`src/hdl/escc_pkg.sv`:
```
// ----------------------------------------------------------------------------
// escc_pkg: shared types, constants and microprogram
// Calendar constants, control word layout, microcode table and request/result
// structures for the epoch seconds calendar converter.
// ----------------------------------------------------------------------------
package escc_pkg;

  localparam int unsigned PC_W         = 5;
  localparam logic [7:0]  MAX_YEAR_OFS = 8'd136;
  localparam logic [8:0]  DAYS_PER_YR  = 9'd365;
  localparam logic [4:0]  DIV_STEPS_T  = 5'd16;
  localparam logic [4:0]  DIV_STEPS_M  = 5'd14;
  localparam logic [4:0]  DIV_STEPS_H  = 5'd11;
  localparam logic [4:0]  DIV_STEPS_D  = 5'd8;

  // status codes
  localparam logic [1:0] ST_OK    = 2'd0;
  localparam logic [1:0] ST_RANGE = 2'd1;
  localparam logic [1:0] ST_OVF   = 2'd2;

  // datapath micro-operations
  localparam logic [3:0] U_NOP    = 4'd0;
  localparam logic [3:0] U_LOAD   = 4'd1;
  localparam logic [3:0] U_DIV    = 4'd2;
  localparam logic [3:0] U_SEC    = 4'd3;
  localparam logic [3:0] U_MIN    = 4'd4;
  localparam logic [3:0] U_HOUR   = 4'd5;
  localparam logic [3:0] U_YEAR   = 4'd6;
  localparam logic [3:0] U_WALK   = 4'd7;
  localparam logic [3:0] U_CHECK  = 4'd8;
  localparam logic [3:0] U_MADD   = 4'd9;
  localparam logic [3:0] U_MUL24  = 4'd10;
  localparam logic [3:0] U_MUL60M = 4'd11;
  localparam logic [3:0] U_MUL60S = 4'd12;
  localparam logic [3:0] U_OVF    = 4'd13;

  // divisor select
  localparam logic [1:0] D_60  = 2'd0;
  localparam logic [1:0] D_24  = 2'd1;
  localparam logic [1:0] D_365 = 2'd2;

  // jump conditions
  localparam logic [2:0] C_NEXT   = 3'd0;
  localparam logic [2:0] C_ALWAYS = 3'd1;
  localparam logic [2:0] C_OP1    = 3'd2;
  localparam logic [2:0] C_LOOP   = 3'd3;
  localparam logic [2:0] C_WALK   = 3'd4;
  localparam logic [2:0] C_BAD    = 3'd5;
  localparam logic [2:0] C_MADD   = 3'd6;

  // program addresses
  localparam logic [PC_W-1:0] P_START = 5'd0;
  localparam logic [PC_W-1:0] P_DIVS  = 5'd1;
  localparam logic [PC_W-1:0] P_SEC   = 5'd2;
  localparam logic [PC_W-1:0] P_DIVM  = 5'd3;
  localparam logic [PC_W-1:0] P_MIN   = 5'd4;
  localparam logic [PC_W-1:0] P_DIVH  = 5'd5;
  localparam logic [PC_W-1:0] P_HOUR  = 5'd6;
  localparam logic [PC_W-1:0] P_DIVD  = 5'd7;
  localparam logic [PC_W-1:0] P_YEAR  = 5'd8;
  localparam logic [PC_W-1:0] P_WALK  = 5'd9;
  localparam logic [PC_W-1:0] P_WEND  = 5'd10;
  localparam logic [PC_W-1:0] P_CAL   = 5'd11;
  localparam logic [PC_W-1:0] P_MADD  = 5'd12;
  localparam logic [PC_W-1:0] P_MUL24 = 5'd13;
  localparam logic [PC_W-1:0] P_MULM  = 5'd14;
  localparam logic [PC_W-1:0] P_MULS  = 5'd15;
  localparam logic [PC_W-1:0] P_OVF   = 5'd16;
  localparam logic [PC_W-1:0] P_FIN   = 5'd17;

  typedef struct packed {
    logic [3:0]      uop;
    logic [1:0]      divsel;
    logic [2:0]      cond;
    logic [PC_W-1:0] jump;
    logic            fin;
  } ucw_t;

  typedef struct packed {
    logic op1;
    logic loop_more;
    logic walk_ok;
    logic madd_ok;
    logic bad;
  } flags_t;

  typedef struct packed {
    logic        op;
    logic [31:0] epoch_seconds;
    logic [7:0]  in_year;
    logic [3:0]  in_month;
    logic [4:0]  in_day;
    logic [4:0]  in_hour;
    logic [5:0]  in_minute;
    logic [5:0]  in_second;
  } req_t;

  typedef struct packed {
    logic [31:0] seconds;
    logic [7:0]  year;
    logic [3:0]  month;
    logic [4:0]  day;
    logic [4:0]  hour;
    logic [5:0]  minute;
    logic [5:0]  second;
    logic [1:0]  status;
  } res_t;

  function automatic logic is_leap(input logic [7:0] y);
    return (y[1:0] == 2'd2);
  endfunction

  // days in month m of year offset y, 0 for a month code outside 1..12
  function automatic logic [4:0] month_days(input logic [7:0] y, input logic [3:0] m);
    logic [4:0] d;
    case (m)
      4'd1, 4'd3, 4'd5, 4'd7, 4'd8, 4'd10, 4'd12: d = 5'd31;
      4'd4, 4'd6, 4'd9, 4'd11:                    d = 5'd30;
      4'd2:    d = is_leap(y) ? 5'd29 : 5'd28;
      default: d = 5'd0;
    endcase
    return d;
  endfunction

  function automatic ucw_t cw(input logic [3:0] uop, input logic [1:0] divsel,
                              input logic [2:0] cond, input logic [PC_W-1:0] jump,
                              input logic fin);
    ucw_t w;
    w.uop    = uop;
    w.divsel = divsel;
    w.cond   = cond;
    w.jump   = jump;
    w.fin    = fin;
    return w;
  endfunction

  function automatic ucw_t ucode(input logic [PC_W-1:0] addr);
    ucw_t w;
    case (addr)
      P_START: w = cw(U_LOAD,   D_60,  C_OP1,    P_CAL,   1'b0);
      P_DIVS:  w = cw(U_DIV,    D_60,  C_LOOP,   P_DIVS,  1'b0);
      P_SEC:   w = cw(U_SEC,    D_60,  C_NEXT,   P_START, 1'b0);
      P_DIVM:  w = cw(U_DIV,    D_60,  C_LOOP,   P_DIVM,  1'b0);
      P_MIN:   w = cw(U_MIN,    D_60,  C_NEXT,   P_START, 1'b0);
      P_DIVH:  w = cw(U_DIV,    D_24,  C_LOOP,   P_DIVH,  1'b0);
      P_HOUR:  w = cw(U_HOUR,   D_60,  C_NEXT,   P_START, 1'b0);
      P_DIVD:  w = cw(U_DIV,    D_365, C_LOOP,   P_DIVD,  1'b0);
      P_YEAR:  w = cw(U_YEAR,   D_60,  C_NEXT,   P_START, 1'b0);
      P_WALK:  w = cw(U_WALK,   D_60,  C_WALK,   P_WALK,  1'b0);
      P_WEND:  w = cw(U_NOP,    D_60,  C_ALWAYS, P_FIN,   1'b0);
      P_CAL:   w = cw(U_CHECK,  D_60,  C_BAD,    P_FIN,   1'b0);
      P_MADD:  w = cw(U_MADD,   D_60,  C_MADD,   P_MADD,  1'b0);
      P_MUL24: w = cw(U_MUL24,  D_60,  C_NEXT,   P_START, 1'b0);
      P_MULM:  w = cw(U_MUL60M, D_60,  C_NEXT,   P_START, 1'b0);
      P_MULS:  w = cw(U_MUL60S, D_60,  C_NEXT,   P_START, 1'b0);
      P_OVF:   w = cw(U_OVF,    D_60,  C_NEXT,   P_START, 1'b0);
      P_FIN:   w = cw(U_NOP,    D_60,  C_NEXT,   P_START, 1'b1);
      default: w = cw(U_NOP,    D_60,  C_NEXT,   P_START, 1'b1);
    endcase
    return w;
  endfunction

endpackage

```
`src/hdl/escc_if.sv`:
```
// ----------------------------------------------------------------------------
// escc_if: request and result channels
// Valid/ready channels carrying conversion requests and conversion results.
// ----------------------------------------------------------------------------
interface escc_in_if;
  logic        valid;
  logic        ready;
  logic        op;
  logic [31:0] epoch_seconds;
  logic [7:0]  in_year;
  logic [3:0]  in_month;
  logic [4:0]  in_day;
  logic [4:0]  in_hour;
  logic [5:0]  in_minute;
  logic [5:0]  in_second;

  modport source (
    output valid, op, epoch_seconds, in_year, in_month, in_day, in_hour,
           in_minute, in_second,
    input  ready
  );
  modport sink (
    input  valid, op, epoch_seconds, in_year, in_month, in_day, in_hour,
           in_minute, in_second,
    output ready
  );
endinterface

interface escc_out_if;
  logic        valid;
  logic        ready;
  logic [31:0] res_seconds;
  logic [7:0]  res_year;
  logic [3:0]  res_month;
  logic [4:0]  res_day;
  logic [4:0]  res_hour;
  logic [5:0]  res_minute;
  logic [5:0]  res_second;
  logic [1:0]  status;

  modport source (
    output valid, res_seconds, res_year, res_month, res_day, res_hour,
           res_minute, res_second, status,
    input  ready
  );
  modport sink (
    input  valid, res_seconds, res_year, res_month, res_day, res_hour,
           res_minute, res_second, status,
    output ready
  );
endinterface

```
`src/hdl/epoch_seconds_calendar_converter.sv`:
```
// ----------------------------------------------------------------------------
// epoch_seconds_calendar_converter: seconds since 1970 <-> calendar fields
// Top level: request capture, microcode sequencer, datapath, result register.
// ----------------------------------------------------------------------------
// One item is converted at a time. Op 0 (seconds to calendar) runs four
// radix-4 divisions by 60, 60, 24 and 365 through one shared divider (49
// steps) and a month walk of one step per month passed. Op 1 (calendar to
// seconds) sums one step per month, or goes straight to the result when a
// field is out of range. A new item is accepted as soon as the previous one
// has finished, even while its result still waits in the output register.
module epoch_seconds_calendar_converter (
  input logic       clk,
  input logic       rst_n,
  escc_in_if.sink   in_ch,
  escc_out_if.source out_ch
);

  escc_pkg::req_t   req_r, req_nxt;
  escc_pkg::res_t   out_r, out_nxt;
  logic             out_valid_r, out_valid_nxt;
  escc_pkg::ucw_t   ctl;
  escc_pkg::flags_t flags;
  escc_pkg::res_t   res;
  logic             busy, done, hold, start;

  assign in_ch.ready = !busy;
  assign start       = in_ch.valid && !busy;
  assign hold        = out_valid_r && !out_ch.ready;

  always_comb begin
    req_nxt = req_r;
    if (start) begin
      req_nxt.op            = in_ch.op;
      req_nxt.epoch_seconds = in_ch.epoch_seconds;
      req_nxt.in_year       = in_ch.in_year;
      req_nxt.in_month      = in_ch.in_month;
      req_nxt.in_day        = in_ch.in_day;
      req_nxt.in_hour       = in_ch.in_hour;
      req_nxt.in_minute     = in_ch.in_minute;
      req_nxt.in_second     = in_ch.in_second;
    end
  end

  escc_useq u_seq (
    .clk   (clk),
    .rst_n (rst_n),
    .start (start),
    .hold  (hold),
    .flags (flags),
    .ctl   (ctl),
    .busy  (busy),
    .done  (done)
  );

  escc_dpath u_dp (
    .clk   (clk),
    .req   (req_r),
    .ctl   (ctl),
    .flags (flags),
    .res   (res)
  );

  always_comb begin
    out_nxt       = out_r;
    out_valid_nxt = out_valid_r;
    if (out_valid_r && out_ch.ready) begin
      out_valid_nxt = 1'b0;
    end
    if (done) begin
      out_nxt       = res;
      out_valid_nxt = 1'b1;
    end
  end

  always_ff @(posedge clk) begin
    if (!rst_n) begin
      out_valid_r <= 1'b0;
    end else begin
      out_valid_r <= out_valid_nxt;
    end
    req_r <= req_nxt;
    out_r <= out_nxt;
  end

  assign out_ch.valid       = out_valid_r;
  assign out_ch.res_seconds = out_r.seconds;
  assign out_ch.res_year    = out_r.year;
  assign out_ch.res_month   = out_r.month;
  assign out_ch.res_day     = out_r.day;
  assign out_ch.res_hour    = out_r.hour;
  assign out_ch.res_minute  = out_r.minute;
  assign out_ch.res_second  = out_r.second;
  assign out_ch.status      = out_r.status;

  a_start_busy: assert property (@(posedge clk) disable iff (!rst_n)
    start |=> busy)
    else $error("accepted item did not start the sequencer");

  a_done_room: assert property (@(posedge clk) disable iff (!rst_n)
    done |-> !hold)
    else $error("result written over a waiting result");

endmodule

```
`src/hdl/escc_useq.sv`:
```
// ----------------------------------------------------------------------------
// escc_useq: microcode sequencer
// Step counter over the control store with conditional jumps; issues one
// control word per cycle while in work; stalls at the end if a result waits.
// ----------------------------------------------------------------------------
module escc_useq (
  input  logic            clk,
  input  logic            rst_n,
  input  logic            start,
  input  logic            hold,
  input  escc_pkg::flags_t flags,
  output escc_pkg::ucw_t  ctl,
  output logic            busy,
  output logic            done
);

  logic [escc_pkg::PC_W-1:0] pc_r, pc_nxt;
  logic                      busy_r, busy_nxt;
  escc_pkg::ucw_t            word;
  logic                      take;

  assign word = escc_pkg::ucode(pc_r);

  always_comb begin
    case (word.cond)
      escc_pkg::C_NEXT:   take = 1'b0;
      escc_pkg::C_ALWAYS: take = 1'b1;
      escc_pkg::C_OP1:    take = flags.op1;
      escc_pkg::C_LOOP:   take = flags.loop_more;
      escc_pkg::C_WALK:   take = flags.walk_ok;
      escc_pkg::C_BAD:    take = flags.bad;
      escc_pkg::C_MADD:   take = flags.madd_ok;
      default:            take = 1'b0;
    endcase
  end

  always_comb begin
    pc_nxt   = pc_r;
    busy_nxt = busy_r;
    done     = 1'b0;
    if (busy_r) begin
      if (word.fin) begin
        if (!hold) begin
          done     = 1'b1;
          busy_nxt = 1'b0;
          pc_nxt   = escc_pkg::P_START;
        end
      end else if (take) begin
        pc_nxt = word.jump;
      end else begin
        pc_nxt = pc_r + 1'b1;
      end
    end else if (start) begin
      busy_nxt = 1'b1;
      pc_nxt   = escc_pkg::P_START;
    end
  end

  always_ff @(posedge clk) begin
    if (!rst_n) begin
      pc_r   <= escc_pkg::P_START;
      busy_r <= 1'b0;
    end else begin
      pc_r   <= pc_nxt;
      busy_r <= busy_nxt;
    end
  end

  assign busy = busy_r;
  assign ctl  = busy_r ? word
                       : escc_pkg::cw(escc_pkg::U_NOP, escc_pkg::D_60, escc_pkg::C_NEXT,
                                      escc_pkg::P_START, 1'b0);

  a_idle_at_start: assert property (@(posedge clk) disable iff (!rst_n)
    !busy_r |-> pc_r == escc_pkg::P_START)
    else $error("sequencer idle away from program start");

  a_done_frees: assert property (@(posedge clk) disable iff (!rst_n)
    done |=> !busy_r)
    else $error("sequencer still busy after finishing");

endmodule

```
`src/hdl/escc_dpath.sv`:
```
// ----------------------------------------------------------------------------
// escc_dpath: conversion datapath
// Radix-4 divider by a selected constant, calendar registers, month walk and
// shift-add scaling, steered by the sequencer's control word.
// ----------------------------------------------------------------------------
module escc_dpath (
  input  logic             clk,
  input  escc_pkg::req_t   req,
  input  escc_pkg::ucw_t   ctl,
  output escc_pkg::flags_t flags,
  output escc_pkg::res_t   res
);

  logic [31:0] acc_r, acc_nxt;
  logic [8:0]  rem_r, rem_nxt;
  logic [4:0]  cnt_r, cnt_nxt;
  logic [5:0]  sec_r, sec_nxt;
  logic [5:0]  min_r, min_nxt;
  logic [4:0]  hour_r, hour_nxt;
  logic [7:0]  y_r, y_nxt;
  logic [3:0]  m_r, m_nxt;
  logic [8:0]  doy_r, doy_nxt;
  logic [32:0] tot_r, tot_nxt;
  logic [1:0]  st_r, st_nxt;

  logic [8:0]  dvs;
  logic [10:0] sh, d1, d2, d3, sub;
  logic [1:0]  qd;
  logic [4:0]  md_cur, md_in;
  logic [8:0]  leap_before;
  logic [8:0]  q9;
  logic        bad;
  logic [16:0] y365;

  // divisor and one radix-4 step
  always_comb begin
    case (ctl.divsel)
      escc_pkg::D_60:  dvs = 9'd60;
      escc_pkg::D_24:  dvs = 9'd24;
      escc_pkg::D_365: dvs = escc_pkg::DAYS_PER_YR;
      default:         dvs = 9'd60;
    endcase
    sh = {rem_r, acc_r[31:30]};
    d1 = {2'b00, dvs};
    d2 = {1'b0, dvs, 1'b0};
    d3 = d1 + d2;
    if (sh >= d3) begin
      qd  = 2'd3;
      sub = sh - d3;
    end else if (sh >= d2) begin
      qd  = 2'd2;
      sub = sh - d2;
    end else if (sh >= d1) begin
      qd  = 2'd1;
      sub = sh - d1;
    end else begin
      qd  = 2'd0;
      sub = sh;
    end
  end

  assign md_cur      = escc_pkg::month_days(y_r, m_r);
  assign md_in       = escc_pkg::month_days(req.in_year, req.in_month);
  assign q9          = {1'b0, acc_r[7:0]};
  assign leap_before = (q9 + 9'd1) >> 2;
  assign y365        = {9'b0, req.in_year} * 17'(escc_pkg::DAYS_PER_YR);

  assign bad = (req.in_year > escc_pkg::MAX_YEAR_OFS) || (req.in_month == 4'd0) ||
               (req.in_month > 4'd12) || (req.in_day == 5'd0) || (req.in_day > md_in) ||
               (req.in_hour > 5'd23) || (req.in_minute > 6'd59) || (req.in_second > 6'd59);

  assign flags.op1       = req.op;
  assign flags.loop_more = (cnt_r != 5'd1);
  assign flags.walk_ok   = (m_r < 4'd12) && (doy_r >= {4'b0, md_cur});
  assign flags.madd_ok   = (m_r < req.in_month);
  assign flags.bad       = bad;

  always_comb begin
    acc_nxt  = acc_r;
    rem_nxt  = rem_r;
    cnt_nxt  = cnt_r;
    sec_nxt  = sec_r;
    min_nxt  = min_r;
    hour_nxt = hour_r;
    y_nxt    = y_r;
    m_nxt    = m_r;
    doy_nxt  = doy_r;
    tot_nxt  = tot_r;
    st_nxt   = st_r;
    case (ctl.uop)
      escc_pkg::U_NOP: begin
      end
      escc_pkg::U_LOAD: begin
        acc_nxt = req.epoch_seconds;
        rem_nxt = 9'd0;
        cnt_nxt = escc_pkg::DIV_STEPS_T;
        st_nxt  = escc_pkg::ST_OK;
      end
      escc_pkg::U_DIV: begin
        acc_nxt = {acc_r[29:0], qd};
        rem_nxt = sub[8:0];
        cnt_nxt = cnt_r - 5'd1;
      end
      escc_pkg::U_SEC: begin
        sec_nxt = rem_r[5:0];
        acc_nxt = acc_r << (32 - 2 * escc_pkg::DIV_STEPS_M);
        rem_nxt = 9'd0;
        cnt_nxt = escc_pkg::DIV_STEPS_M;
      end
      escc_pkg::U_MIN: begin
        min_nxt = rem_r[5:0];
        acc_nxt = acc_r << (32 - 2 * escc_pkg::DIV_STEPS_H);
        rem_nxt = 9'd0;
        cnt_nxt = escc_pkg::DIV_STEPS_H;
      end
      escc_pkg::U_HOUR: begin
        hour_nxt = rem_r[4:0];
        acc_nxt  = acc_r << (32 - 2 * escc_pkg::DIV_STEPS_D);
        rem_nxt  = 9'd0;
        cnt_nxt  = escc_pkg::DIV_STEPS_D;
      end
      escc_pkg::U_YEAR: begin
        // year estimate from days / 365, pulled back one near year end
        m_nxt = 4'd1;
        if (leap_before > rem_r) begin
          y_nxt   = acc_r[7:0] - 8'd1;
          doy_nxt = rem_r + escc_pkg::DAYS_PER_YR - (q9 >> 2);
        end else begin
          y_nxt   = acc_r[7:0];
          doy_nxt = rem_r - leap_before;
        end
      end
      escc_pkg::U_WALK: begin
        if (flags.walk_ok) begin
          doy_nxt = doy_r - {4'b0, md_cur};
          m_nxt   = m_r + 4'd1;
        end
      end
      escc_pkg::U_CHECK: begin
        y_nxt   = req.in_year;
        m_nxt   = 4'd1;
        st_nxt  = bad ? escc_pkg::ST_RANGE : escc_pkg::ST_OK;
        tot_nxt = 33'(y365) + 33'((9'(req.in_year) + 9'd1) >> 2) + 33'(req.in_day) - 33'd1;
      end
      escc_pkg::U_MADD: begin
        if (flags.madd_ok) begin
          tot_nxt = tot_r + 33'(md_cur);
          m_nxt   = m_r + 4'd1;
        end
      end
      escc_pkg::U_MUL24: begin
        tot_nxt = (tot_r << 4) + (tot_r << 3) + 33'(req.in_hour);
      end
      escc_pkg::U_MUL60M: begin
        tot_nxt = (tot_r << 6) - (tot_r << 2) + 33'(req.in_minute);
      end
      escc_pkg::U_MUL60S: begin
        tot_nxt = (tot_r << 6) - (tot_r << 2) + 33'(req.in_second);
      end
      escc_pkg::U_OVF: begin
        if (tot_r[32]) begin
          st_nxt = escc_pkg::ST_OVF;
        end
      end
      default: begin
      end
    endcase
  end

  always_ff @(posedge clk) begin
    acc_r  <= acc_nxt;
    rem_r  <= rem_nxt;
    cnt_r  <= cnt_nxt;
    sec_r  <= sec_nxt;
    min_r  <= min_nxt;
    hour_r <= hour_nxt;
    y_r    <= y_nxt;
    m_r    <= m_nxt;
    doy_r  <= doy_nxt;
    tot_r  <= tot_nxt;
    st_r   <= st_nxt;
  end

  always_comb begin
    res = '0;
    if (req.op) begin
      res.status = st_r;
      if (st_r == escc_pkg::ST_OK) begin
        res.seconds = tot_r[31:0];
      end
    end else begin
      res.year   = y_r;
      res.month  = m_r;
      res.day    = doy_r[4:0] + 5'd1;
      res.hour   = hour_r;
      res.minute = min_r;
      res.second = sec_r;
      res.status = escc_pkg::ST_OK;
    end
  end

  a_div_count: assert property (@(posedge clk)
    ctl.uop == escc_pkg::U_DIV |-> cnt_r != 5'd0)
    else $error("divide step with no steps left");

  a_doy_range: assert property (@(posedge clk)
    ctl.uop == escc_pkg::U_YEAR |=> doy_r < 9'd366)
    else $error("day of year out of range after year fix");

endmodule

```
`src/flat_wrapper.sv`:
```
// flat-port wrapper written by rule: the top's interface ports become plain ports
module epoch_seconds_calendar_converter_flat 
  (clk, rst_n, in_ch_valid, in_ch_op, in_ch_epoch_seconds, in_ch_in_year, in_ch_in_month, in_ch_in_day, in_ch_in_hour, in_ch_in_minute, in_ch_in_second, in_ch_ready, out_ch_valid, out_ch_res_seconds, out_ch_res_year, out_ch_res_month, out_ch_res_day, out_ch_res_hour, out_ch_res_minute, out_ch_res_second, out_ch_status, out_ch_ready);
  escc_in_if in_ch_i ();
  escc_out_if out_ch_i ();
  input logic clk;
  input logic rst_n;
  input wire logic [$bits(in_ch_i.valid)-1:0] in_ch_valid;
  input wire logic [$bits(in_ch_i.op)-1:0] in_ch_op;
  input wire logic [$bits(in_ch_i.epoch_seconds)-1:0] in_ch_epoch_seconds;
  input wire logic [$bits(in_ch_i.in_year)-1:0] in_ch_in_year;
  input wire logic [$bits(in_ch_i.in_month)-1:0] in_ch_in_month;
  input wire logic [$bits(in_ch_i.in_day)-1:0] in_ch_in_day;
  input wire logic [$bits(in_ch_i.in_hour)-1:0] in_ch_in_hour;
  input wire logic [$bits(in_ch_i.in_minute)-1:0] in_ch_in_minute;
  input wire logic [$bits(in_ch_i.in_second)-1:0] in_ch_in_second;
  output wire logic [$bits(in_ch_i.ready)-1:0] in_ch_ready;
  output wire logic [$bits(out_ch_i.valid)-1:0] out_ch_valid;
  output wire logic [$bits(out_ch_i.res_seconds)-1:0] out_ch_res_seconds;
  output wire logic [$bits(out_ch_i.res_year)-1:0] out_ch_res_year;
  output wire logic [$bits(out_ch_i.res_month)-1:0] out_ch_res_month;
  output wire logic [$bits(out_ch_i.res_day)-1:0] out_ch_res_day;
  output wire logic [$bits(out_ch_i.res_hour)-1:0] out_ch_res_hour;
  output wire logic [$bits(out_ch_i.res_minute)-1:0] out_ch_res_minute;
  output wire logic [$bits(out_ch_i.res_second)-1:0] out_ch_res_second;
  output wire logic [$bits(out_ch_i.status)-1:0] out_ch_status;
  input wire logic [$bits(out_ch_i.ready)-1:0] out_ch_ready;
  assign in_ch_i.valid = in_ch_valid;
  assign in_ch_i.op = in_ch_op;
  assign in_ch_i.epoch_seconds = in_ch_epoch_seconds;
  assign in_ch_i.in_year = in_ch_in_year;
  assign in_ch_i.in_month = in_ch_in_month;
  assign in_ch_i.in_day = in_ch_in_day;
  assign in_ch_i.in_hour = in_ch_in_hour;
  assign in_ch_i.in_minute = in_ch_in_minute;
  assign in_ch_i.in_second = in_ch_in_second;
  assign in_ch_ready = in_ch_i.ready;
  assign out_ch_valid = out_ch_i.valid;
  assign out_ch_res_seconds = out_ch_i.res_seconds;
  assign out_ch_res_year = out_ch_i.res_year;
  assign out_ch_res_month = out_ch_i.res_month;
  assign out_ch_res_day = out_ch_i.res_day;
  assign out_ch_res_hour = out_ch_i.res_hour;
  assign out_ch_res_minute = out_ch_i.res_minute;
  assign out_ch_res_second = out_ch_i.res_second;
  assign out_ch_status = out_ch_i.status;
  assign out_ch_i.ready = out_ch_ready;
  epoch_seconds_calendar_converter u_core (.clk(clk), .rst_n(rst_n), .in_ch(in_ch_i), .out_ch(out_ch_i));
endmodule
```
`config.mk`:
```
export PLATFORM = sky130hd
export DESIGN_NAME = epoch_seconds_calendar_converter_flat
export DESIGN_NICKNAME = d
export VERILOG_FILES = /design/src/hdl/escc_pkg.sv /design/src/hdl/escc_if.sv /design/src/hdl/epoch_seconds_calendar_converter.sv /design/src/hdl/escc_useq.sv /design/src/hdl/escc_dpath.sv /design/src/flat_wrapper.sv
export SDC_FILE = /design/constraint.sdc
export NUM_CORES = 1
export LEC_CHECK = 0
export BUFFER_PORTS_ARGS = -buffer_cell sky130_fd_sc_hd__buf_2
export CAP_MARGIN = 15
export CORE_MARGIN = 10
export CORE_UTILIZATION = 30
export DETAILED_ROUTE_END_ITERATION = 8
export PLACE_DENSITY = 0.48
export SETUP_SLACK_MARGIN = 0.02
export SLEW_MARGIN = 30
export SYNTH_ARGS = -nofsm -noshare
export SYNTH_HDL_FRONTEND = slang
export SYNTH_SLANG_ARGS = --single-unit
```
`constraint.sdc`:
```
create_clock -name clk -period 9.3 [get_ports clk]
set_clock_uncertainty 0.15 [all_clocks]
set_input_delay 0 -clock clk [delete_from_list [all_inputs] [get_ports clk]]
set_output_delay 0 -clock clk [all_outputs]
set_load 0.05 [all_outputs]
```
==> Word level (Yosys, flattened, before mapping) <==
Memory sizes are Yosys's and may differ from the RTL's. A register that Yosys moved wholly into a read port is not among the register bits.
Index checks and enable logic that the tools add are counted.
{ "word_totals": {"reg_bits": 261, "mem_bits_ro": 480, "input_bits": 71, "wordCells": 203, "memories": 1} }
{ "op_classes": {"addsub": 24, "mul": 1, "n_lt_le_gt_ge": 13, "eq_ne": 52, "n_mux": 45, "reduce_logical": 37} }
{ "memory_table": {"columns": ["name", "words", "word_bits", "rd", "rd_clocked_by_memory_dff", "write_ports", "line_no", "text"], "rows": [
  ["(no name shown)", 32, 15, 1, 1, 0, "escc_pkg.sv:139", "case (addr)"]
]} }
{ "op_table": {"columns": ["operator", "count"], "rows": [
  ["33-bit case mux with 5 select lines", 1],
  ["32-bit case mux with 5 select lines", 1],
  ["33-bit by 5-bit adder with 33-bit output", 2],
  ["33-bit by 6-bit adder with 33-bit output", 2],
  ["4-bit equality test, second input constant", 16],
  ["9-bit case mux with 2 select lines", 3],
  ["4-bit by 3-bit equality test with 1-bit output, second input constant", 12],
  ["9-bit 2-to-1 mux", 5],
  ["5-bit 2-to-1 mux", 7],
  ["33-bit adder", 1],
  ["33-bit 2-to-1 mux", 1],
  ["33-bit subtractor", 1],
  ["5-bit case mux with 3 select lines", 2],
  ["9-bit subtractor", 3],
  ["5-bit case mux with 5 select lines", 1],
  ["4-bit by 2-bit equality test with 1-bit output, second input constant", 6],
  ["19-bit by 1-bit subtractor with 20-bit output, second input constant", 1],
  ["18-bit by 5-bit adder with 19-bit output", 1],
  ["17-bit by 7-bit adder with 18-bit output", 1],
  ["8-bit by 1-bit adder with 9-bit output, second input constant", 2],
  ["8-bit by 9-bit multiplier with 17-bit output, second input constant", 1],
  ["8-bit case mux with 2 select lines", 1],
  ["15-bit 2-to-1 mux", 1],
  ["7-bit OR reduction", 2],
  ["51 further kinds", 98]
]} }

==> Longest topological paths before layout <==
Gate-level depths: netlist of run 1.
{ "depth": {"depth_word": 14, "ltp_mapped": 21, "depth_no_buf": 21} }

==> Modules after synthesis <==
Synthesis of run 1 repeated with hierarchy kept, for this count alone.
{ "hier_totals": {"cells_unflattened": 2211, "area_unflattened_um2": 21833.4} }
{ "modules_own_cells": {"columns": ["module", "n_inst", "cells_per_inst", "area_per_inst_um2", "seq_area_each_um2"], "rows": [
  ["escc_dpath", 1, 1915, 16390.7, 3573.4],
  ["epoch_seconds_calendar_converter", 1, 140, 4105.2, 4073.9],
  ["escc_useq", 1, 156, 1337.5, 420.4]
]} }

==> Least setup slack after synthesis of run 1 <==
OpenSTA, ideal clock, no wires.
{ "synth_path": {"kind": "flip-flop to flip-flop", "from": "register u_core.req_r[27] (netlist name)", "to": "register u_core.u_dp.tot_r[22] (data pin)", "setup_ps": 269, "t_arrival_ps": 4991, "slack_ps": 3890, "stages_incl_launch_ff": 20, "path_buffers": 1, "path_cell_list": "edfxtp_1 inv_1 ha_1 inv_1 fa_1 fa_1 inv_1 fa_1 fa_1 ha_1 o21ai_0 o21bai_1 o31ai_1 o31ai_1 a31oi_1 a21oi_1 mux2_2 clkbuf_1 a221oi_1 o21ai_0"} }
{ "synth_between": {"elab_chain_len": 5, "word_cells_on_any_way": 6, "cone_classes": "add/sub (4); mul (1); mux (1)"} }
{ "synth_rtl": {"columns": ["item", "line_no", "text"], "rows": [
  ["start: declaration", "epoch_seconds_calendar_converter.sv:18", "escc_pkg::req_t req_r, req_nxt;"],
  ["start signal: assignment", "epoch_seconds_calendar_converter.sv:81", "req_r <= req_nxt;"],
  ["8-bit by 9-bit multiplier with 17-bit output or 8-bit by 1-bit adder with 9-bit output (tied branches)", "escc_dpath.sv:66, escc_dpath.sv:143", null],
  ["17-bit by 7-bit adder with 18-bit output (*)", "escc_dpath.sv:143", "tot_nxt = 33'(y365) + 33'((9'(req.in_year) + 9'd1) >> 2) + 33'(req.in_day) - 33'd1;"],
  ["18-bit by 5-bit adder with 19-bit output (*)", "escc_dpath.sv:143", null],
  ["19-bit by 1-bit subtractor with 20-bit output (*)", "escc_dpath.sv:143", null],
  ["33-bit case mux with 5 select lines (*)", "escc_dpath.sv:90", "case (ctl.uop)"],
  ["named net u_core.u_dp.tot_nxt[22]", "escc_dpath.sv:23", "logic [32:0] tot_r, tot_nxt;"],
  ["end signal: assignment", "escc_dpath.sv:180", "tot_r <= tot_nxt;"],
  ["end: declaration", "escc_dpath.sv:23", null]
]} }
The timed path passes the listed nets; every way through them passes the cells marked *.
A chain may end at the register's enable or synchronous reset.

==> Final worst setup path of run 1 <==
{ "layout_path": {"from": "register u_core.req_r[30] (netlist name)", "to": "register u_core.u_dp.tot_r[21] (data pin)"} }
The elaborated chain is that of the path after synthesis.

==> run summary, run 1 <==
The flow ran to the end, and the final reports show no timing, DRC or antenna violations. The logs give 0.0208 for the fraction of met3 tracks used by global routing and 87 for the distinct cell type count of the synthesized netlist. The gate family responsible for the most delay along the worst path was adder cells. The startpoint type of the worst setup path was a register. Prior to clock tree synthesis, the placed netlist has a worst setup slack of 3420 ps. The run gives 3390 ps as the final worst slack.

Among all flip-flop cells after synthesis, the most frequent one is sky130_fd_sc_hd__edfxtp_1. For this design the ratio of total power to cell area is 180 nW/um2. The leakage dissipation is 10.7 nW. In this run the clock root is driven by a sky130_fd_sc_hd__clkbuf_16.

The smallest clock period supported by the final layout is computed as 5910 ps. Setup repair after global routing left no endpoint under its margin. The maximum count of clock buffers along a single path is 3. The share of flip-flops with an asynchronous set or reset is 0, and the half-perimeter wire length of the detailed placement result is 50700 um. The most numerous cell type found on the critical path is sky130_fd_sc_hd__inv_1. VDD sags by at most 129 uV.

The floorplan has 98 rows. STA classifies the critical path endpoint as a register. The finished layout holds 3406 standard cells, fillers aside.

The area share of the largest cell type after synthesis was 0.353. The global routing met2 resource utilization came out at 0.290. After detailed routing, the average wire length per cell comes to 19.7 um. The global-route congestion overflow total was 0. The top cell types in the final layout, fill and taps aside, are 254 x sky130_fd_sc_hd__edfxtp_1, 232 x sky130_fd_sc_hd__ha_1, 183 x sky130_fd_sc_hd__inv_1. For this run, the detailed router's first-pass iteration total came to 8.

The tools report the fmax as 0.169 GHz. In this run the horizontal extent of the chip is 288 um. The largest individual stage delay along the critical path comes from the cell sky130_fd_sc_hd__edfxtp_1.

The fraction of final layout cells with drive strength greater than 1 works out to 0.115. The source-to-sink clock delay at the later pin of the worst-skew pair came out at 560 ps. The launch point of the worst hold path is in_ch_in_year[6]. The overall via count from detail_route was 17500.

The worst setup path is of the register to register kind. The worst hold-check slack is 16.8 ps, and the setup TNS after final layout is 0 ps. Overall routing resource usage: 0.158. The final hold violation count was 0. The netlist area before placement came out at 21600 um2. Walking the worst path, the cells encountered are inv_1 > ha_1 > inv_1 > ha_1 > inv_1 > fa_1 > inv_1 > fa_1 > fa_1 > ha_1 > o21ai_0 > o21bai_1 > o31ai_1 > o31ai_1 > a31oi_1 > a21oi_1 > mux2_2 > a221oi_1 > o21ai_0. The vertical die dimension works out to 288 um. The sequential-to-total area share from yosys stat is 0.373, and the met1 layer usage reported by global route is 0.189.

Along the worst path, the maximum fanout reaches 14. The critical path starts at u_core.req_r[30]. The detailed router finished its first iteration with 1094 violations. The signed area change from the synthesized netlist to the final layout is 20.0%, and the effective utilization at floorplan is 0.302. The run gives 68 as the largest net degree at the start of global routing.

The run gives 18200 as the via count of the first global-routing pass. The largest single stage delay on the critical path is 530 ps. The floorplan step defined a core boundary enclosing 71500 um2.

The number of sinks handled by clock tree synthesis was 276; the count of flip-flops with a built-in enable after synthesis was 254. Number of buffer and inverter stages on the critical path: 4. The post-synthesis sequential element count is 276, and the yosys synthesis warning count is 0. The tools report the count of final max-slew check failures as 0. The final count of negative-setup-slack endpoints came out at 0. Transition time of the tightest slew-check pin: 997 ps. The run gives 0.333 as the worst slew slack as a fraction of its limit. In this run the count of I/O pins placed on the die edge is 141.

In this run the most used layer during global routing was met2. The post-synthesis average cell area is 9.92 um2, and the arrival time reported for the critical path endpoint is 6030 ps. Clock-pin slew was measured on the worst setup and hold paths at 60 ps.

The library cell used most frequently in the layout, excluding fill and tap cells, is sky130_fd_sc_hd__edfxtp_1. By area the synthesized netlist is led by sky130_fd_sc_hd__edfxtp_1 35%, sky130_fd_sc_hd__ha_1 13%, sky130_fd_sc_hd__xnor2_1 5.0%. DRC violation count after routing: 0. The worst reg2reg path startpoint was u_core.req_r[30]. Data on the critical path is required at its endpoint by 9420 ps. The kind of path behind the tightest hold check was input pin to register. The filler cells instantiated in the layout total 7142. The routed wire length was 67200 um. Input and output buffers added on the ports amount to 140.

Net count reported at finish: 2774. sky130_fd_sc_hd__edfxtp_1 takes more of the synthesized area than any other cell. The placed cell count was 3214; the die footprint was 83200 um2. The total clock buffers created by CTS came out at 37. Across the run, the number of max-cap violations was 0.

Buffers added to address setup during post-CTS repair amount to 0. In the routed layout, each cell is associated on average with a via count of 5.14. The routability-driven placement congestion ratio is 0.857. The post-route clock period utilization was 0.635; the number of cells produced by synthesis was 2179. H-tree depth: 2. The number of antenna violations at the first check in global routing came out at 0. The global-route wire length before repair was 104000 um; the number of nets with antenna violations after detailed routing was 0. Synthesis produced a netlist with a net count of 2526. TritonCTS built the clock tree.
report_power, final:
group | switching (W) | total (W) | internal, W
sequential | 0.000111 | 0.00163 | 0.00152
combinational | 0.000881 | 0.00159 | 0.000707
clock | 0.000620 | 0.00146 | 0.000842
registers in the layout, summed over array words and instances (netlist names), 6 cells and up:
| signal | cells |
|---|---|
| u_core.u_dp.rem_r | 9 |
| u_core.u_seq.word | 15 |
| u_core.out_ch.res_year | 8 |
| u_core.out_ch.res_minute | 6 |
| u_core.out_ch.res_second | 6 |
| u_core.u_dp.doy_r | 9 |
| u_core.out_ch.res_seconds | 32 |
| u_core.u_dp.sec_r | 6 |
| u_core.u_dp.y_r | 8 |
| u_core.u_dp.min_r | 6 |
| u_core.u_dp.tot_r | 33 |
| u_core.req_r | 67 |
| u_core.u_dp.acc_r | 32 |
synthesized netlist by cell type, drive strengths merged, types with 15 or more instances:
library cell,count
and2,47
nand2,155
edfxtp,254
a21o,45
nand3,51
inv,183
a31oi,18
xor2,51
xnor2,124
nor2,127
or3,15
nor3,40
a211oi,20
o22ai,18
fa,44
and3,16
a22oi,35
clkbuf,65
nor2b,55
a222oi,26
o21bai,15
a221oi,17
o21ai,105
nand2b,29
ha,232
dfxtp,22
nand4,38
a21oi,110
mux2i,33
what timing repair did:
item | 4_1_cts | 5_1_grt
hold buffers | 124 | 0
endpoints found under the hold margin | 91 | 0
resized for setup | 0 | 0
layout make-up:
class                      instances  area (um2)  area share
antenna                            1        2.50   0.0000964
clock buffer                      41         951      0.0366
clock inverter                    26         300      0.0116
inverter                         183         687      0.0265
multi-input combinational       1643       12600       0.487
sequential                       276        8070       0.311
tap                              950        1190      0.0458
timing repair buffer             286        2120      0.0818
through the flow:
step | utilization | power (W) | instance area, um2
after floorplan | - | 0.00278 | 21600
final | 0.363 | 0.00468 | 25900
after detailed placement | 0.328 | 0.00321 | 23400
after global routing | 0.363 | 0.00499 | 25900
after global placement | 0.328 | 0.00320 | 23400
after CTS | 0.363 | 0.00474 | 25900
routing by layer:
| metal | vias up | wire [um] |
|---|---|---|
| met5 | - | 0 |
| met4 | 0 | 2010 |
| met3 | 102 | 2420 |
| met2 | 374 | 34400 |
| met1 | 8538 | 28400 |
| li1 | 8509 | - |
final timing paths:
path | endpoint | slack, ps | depth (start not counted)
worst min register to register | u_core.u_dp.acc_r[3] | 380 | 2
worst max-delay path | u_core.u_dp.tot_r[21] | 3390 | 19
worst min-delay path | u_core.req_r[32] | 20 | 2
worst max register to register | u_core.u_dp.tot_r[21] | 3390 | 19
cells by family after synthesis:
group           share of synthesized area
fa+ha+maj                           0.175
simple gates                        0.154
compound gates                      0.164
xor+xnor                           0.0709
mux                                0.0174
buf+inv                            0.0463
flops                               0.373
worst register-to-register path: stages (launching register included):
cell,delay [ps]
sky130_fd_sc_hd__edfxtp_1,530
sky130_fd_sc_hd__inv_1,220
sky130_fd_sc_hd__ha_1,390
sky130_fd_sc_hd__inv_1,60
sky130_fd_sc_hd__ha_1,270
sky130_fd_sc_hd__inv_1,50
sky130_fd_sc_hd__fa_1,490
sky130_fd_sc_hd__inv_1,50
sky130_fd_sc_hd__fa_1,500
sky130_fd_sc_hd__fa_1,490
sky130_fd_sc_hd__ha_1,330
sky130_fd_sc_hd__o21ai_0,90
sky130_fd_sc_hd__o21bai_1,120
sky130_fd_sc_hd__o31ai_1,500
sky130_fd_sc_hd__o31ai_1,200
sky130_fd_sc_hd__a31oi_1,240
sky130_fd_sc_hd__a21oi_1,100
sky130_fd_sc_hd__mux2_2,430
sky130_fd_sc_hd__a221oi_1,250
sky130_fd_sc_hd__o21ai_0,130
Note: power is estimated with default switching activity, not from simulation.
==> run 2: changes to the inputs <==
--- a/config.mk
+++ b/config.mk
@@ -10,7 +10,7 @@
 export CORE_MARGIN = 10
 export CORE_UTILIZATION = 30
 export DETAILED_ROUTE_END_ITERATION = 8
-export PLACE_DENSITY = 0.48
+export PLACE_DENSITY = 0.5
 export SETUP_SLACK_MARGIN = 0.02
 export SLEW_MARGIN = 30
 export SYNTH_ARGS = -nofsm -noshare
==> constraint.sdc (replaced) <==
create_clock -name clk -period 5.06 [get_ports clk]
set_clock_uncertainty 0.15 [all_clocks]
set_input_delay 0 -clock clk [delete_from_list [all_inputs] [get_ports clk]]
set_output_delay 0 -clock clk [all_outputs]
set_load 0.05 [all_outputs]
==> run 2 against run 1 <==
Effect of this change: non-clock buffer count rose by 115; critical endpoint is now u_core.u_dp.tot_r[27]; critical path depth is 2 higher; register-to-register slack worse by 3600 ps; first-iteration DRC count up 20%; highest routed layer unchanged; largest power group is now combinational cells; design area grew 4.7%; the flow now finishes with violations (setup timing).
==> run summary, run 2 (synthesized netlist as in run 1, its figures left out) <==
The global-route congestion overflow total was 0 (unchanged); the portion of total power attributed to the clock network was 0.301 (-0.011). In this run the critical register-to-register path is launched from u_core.req_r[28]. The logs give 570 ps (about the same) for the source-to-sink clock delay at the later pin of the worst-skew pair and 18200 (+3.7%) for the overall via count from detail_route. The logs give 0.191 GHz (+13%) for the fmax and 0 (-1) for the number of diodes.

The post-route clock period utilization is 1.03 (+0.399). The largest fanout on the critical path works out to 6 (-8). Register name with the most flops: u_core.req_r.

The final count of negative-setup-slack endpoints was 14 (+14); the overall routing resource usage was 0.163 (+0.00519). Setup repair after global routing could not meet its margin everywhere. The overall power consumption is 0.00927 W (+98%), and the number of non-filler instances in the completed layout is 3521 (+3.4%).

For the net switching power, the log shows 0.00307 W (+91%). The destination of the worst hold path was u_core.req_r[61]. The vertical die dimension was 288 um (unchanged); the global-route wire length before repair was 107000 um (+3.0%). The effective utilization at floorplan is 0.302 (unchanged), and the number of sinks handled by clock tree synthesis is 276 (unchanged).

The run gives 83200 um2 (unchanged) as the die footprint. Final worst slack: -175 ps (-3570 ps). The number of input and output port buffers inserted is 140 (unchanged). The area taken by flip-flops and latches was 8070 um2 (unchanged). The critical path start-end classification is register to register.

The die width is 288 um (unchanged). For the routed wire length, the log shows 69200 um (+3.1%). Startpoint type of the worst setup path: a register. The via count of the first global-routing pass was 18800 (+3.0%).

The run gives 0.361 (+0.0276) as the worst slew slack as a fraction of its limit. Arrival time reported for the critical path endpoint: 5370 ps (-660 ps). In this run the most used layer during global routing was met2. The total power divided by cell area works out to 341 nW/um2 (+89%). The tree is rooted in a sky130_fd_sc_hd__clkbuf_16. Half-perimeter wire length of the detailed placement result: 52100 um (+2.8%). Fraction of final layout cells with drive strength greater than 1: 0.167 (+0.0524). The number of antenna violations at the first check in global routing was 2 (+2). The number of violations of the max-capacitance limit is 0 (unchanged).

The shortest period the worst path allows is 5240 ps (-674 ps). The net switching fraction of the power is 0.331 (-0.0129), and the number of vias per cell after detailed routing is 5.16 (+0.27%). The total clock buffers created by CTS was 37 (unchanged); the required time of the critical path was 5190 ps (-4230 ps). The largest registers in the layout are u_core.req_r: 67 flops, u_core.u_dp.tot_r: 33 flops. The run gives 25.0 ps (+8.20 ps) as the worst hold-check slack.

The run finished, with violations left. The number of iterations in the first detailed-routing pass is 6 (-2). The top cell types in the final layout, fill and taps aside, are 254 x sky130_fd_sc_hd__edfxtp_1, 223 x sky130_fd_sc_hd__ha_1, 179 x sky130_fd_sc_hd__inv_1. The part of the total power dissipated in sequential elements was 0.322 (-0.027).

The tools report the count of final max-slew check failures as 0 (unchanged). The placed cell count is 3316 (+3.2%). The power share of the combinational group was 0.377 (+0.038); the met1 layer usage reported by global route was 0.202 (+0.0134).

STA classifies the critical path endpoint as a register. The DRC violation count after routing is 0 (unchanged), and the largest net degree at the start of global routing is 70 (+2.9%). The tightest min-delay check is of the input pin to register type. For the peak supply drop, the log shows 301 uV (+130%). The logs give 12900 um2 (+2.3%) for the footprint of the multi-input gates and 0 (unchanged) for the final hold violation count. The placeable core region was 71500 um2 (unchanged); the cell-internal power was 0.00620 W (+100%). The endpoint identified for the worst register-to-register timing path is u_core.u_dp.tot_r[27]. The floorplan row count is 98 (unchanged). The run gives 1318 (+20%) as the first-iteration detailed-routing DRC count. In this run the most critical hold path is launched from in_ch_epoch_seconds[27]. For the net count reported at finish, the log shows 2890 (+4.2%).

The library cell used most frequently in the layout, excluding fill and tap cells, is sky130_fd_sc_hd__edfxtp_1. Relative to the synthesized area, the layout overhead comes to 25.7%. The worst setup slack for register-to-register paths was -180 ps (-3570 ps); the transition time of the tightest slew-check pin was 958 ps (-38.6 ps).

The run gives -368 ps (-3790 ps) as the setup slack after placement. The clock slew seen by the registers of the worst setup and hold paths was 60 ps (about the same). Global routing met2 resource utilization: 0.287 (-0.00313). TritonCTS built the clock tree.

The run gives 7043 (-1.4%) as the number of fill cells in the layout. The worst hold path stage count is 2 (unchanged). The routability-driven placement congestion ratio is 0.893 (+4.3%). The number of nets with antenna violations after detailed routing came out at 0 (unchanged).

The fraction of met3 tracks used by global routing came out at 0.0285 (+0.00762). The number of flip-flops under the largest register name is 67 (unchanged). The cell count of the worst reg-to-reg path works out to 21 (+2). The tools report the maximum count of clock buffers along a single path as 3 (unchanged). The average wire length per cell after detail routing came out at 19.7 um (-0.31%).

For the H-tree depth, the log shows 2 (unchanged). The top-level port count was 141 (unchanged). The leakage dissipation was 11.3 nW (+5.9%). The end-of-flow core utilization is 0.380 (+0.0172). The final reports fail on setup timing.
run 2: power by group through the flow:
stage / Sequential (W) / Combinational (W) / Clock, W
global placement: 0.00302 / 0.00310 / 0
floorplan: 0.00293 / 0.00219 / 0
finish: 0.00298 / 0.00349 / 0.00279
CTS: 0.00298 / 0.00339 / 0.00287
global route: 0.00300 / 0.00391 / 0.00298
detailed placement: 0.00302 / 0.00315 / 0
run 2: through the flow:
step	area, um2	TNS, ps
2_1_floorplan	21700	-1050
3_3_place_gp	24300	-3150
3_5_place_dp	24300	-4340
4_1_cts	27100	-2180
5_1_grt	27200	-5210
6_report	27200	-1870
run 2: area by class of cell:
class                   instances  area share
well taps                     950      0.0437
clock buffers                  44      0.0362
clock inverters                23      0.0119
flip-flops and latches        276       0.297
repair buffers                401       0.111
inverters                     183      0.0253
multi-input cells            1644       0.475
run 2: worst max-delay path by stage:
| stage | start | endpoint | slack (ps) | depth (start not counted) |
|---|---|---|---|---|
| 2_1_floorplan | u_core.req_r[26] | u_core.u_dp.tot_r[27] | -110 | 19 |
| 3_3_place_gp | u_core.req_r[26] | u_core.u_dp.tot_r[26] | -300 | 17 |
| 3_5_place_dp | u_core.req_r[26] | u_core.u_dp.tot_r[26] | -370 | 17 |
| 4_1_cts | u_core.req_r[27] | u_core.u_dp.tot_r[27] | -190 | 19 |
| 5_1_grt | u_core.req_r[27] | u_core.u_dp.tot_r[27] | -400 | 19 |
| 6_report | u_core.req_r[28] | u_core.u_dp.tot_r[27] | -180 | 21 |
run 2: timing repair:
| item | CTS | global route |
|---|---|---|
| hold buffers | 127 | 0 |
| gates cloned | 1 | 0 |
| buffers inserted | 10 | 0 |
| pin swaps | 22 | 13 |
| endpoints found under the setup margin | 20 | 24 |
| resized for setup | 26 | 22 |
| endpoints found under the hold margin | 89 | 0 |
run 2: critical path, cell delays in order (launching register included):
cell and delay, ps:
sky130_fd_sc_hd__edfxtp_1 430, sky130_fd_sc_hd__buf_4 180, sky130_fd_sc_hd__ha_4 170, sky130_fd_sc_hd__inv_1 90
sky130_fd_sc_hd__buf_4 120, sky130_fd_sc_hd__fa_1 400, sky130_fd_sc_hd__inv_1 80, sky130_fd_sc_hd__fa_1 430
sky130_fd_sc_hd__fa_1 450, sky130_fd_sc_hd__ha_1 290, sky130_fd_sc_hd__ha_1 320, sky130_fd_sc_hd__a21o_1 190
sky130_fd_sc_hd__a21oi_2 150, sky130_fd_sc_hd__o21bai_1 80, sky130_fd_sc_hd__a21oi_2 200, sky130_fd_sc_hd__o31ai_4 110
sky130_fd_sc_hd__a31oi_2 230, sky130_fd_sc_hd__a21oi_2 100, sky130_fd_sc_hd__buf_6 140, sky130_fd_sc_hd__mux2_4 350
sky130_fd_sc_hd__a221oi_2 180, sky130_fd_sc_hd__o21ai_1 90
run 2: routing by layer:
layer  up-vias  wire [um]
met3        92       3250
met2       445      34500
met4         0       1650
met5         -          0
li1       8736          -
met1      8891      29900
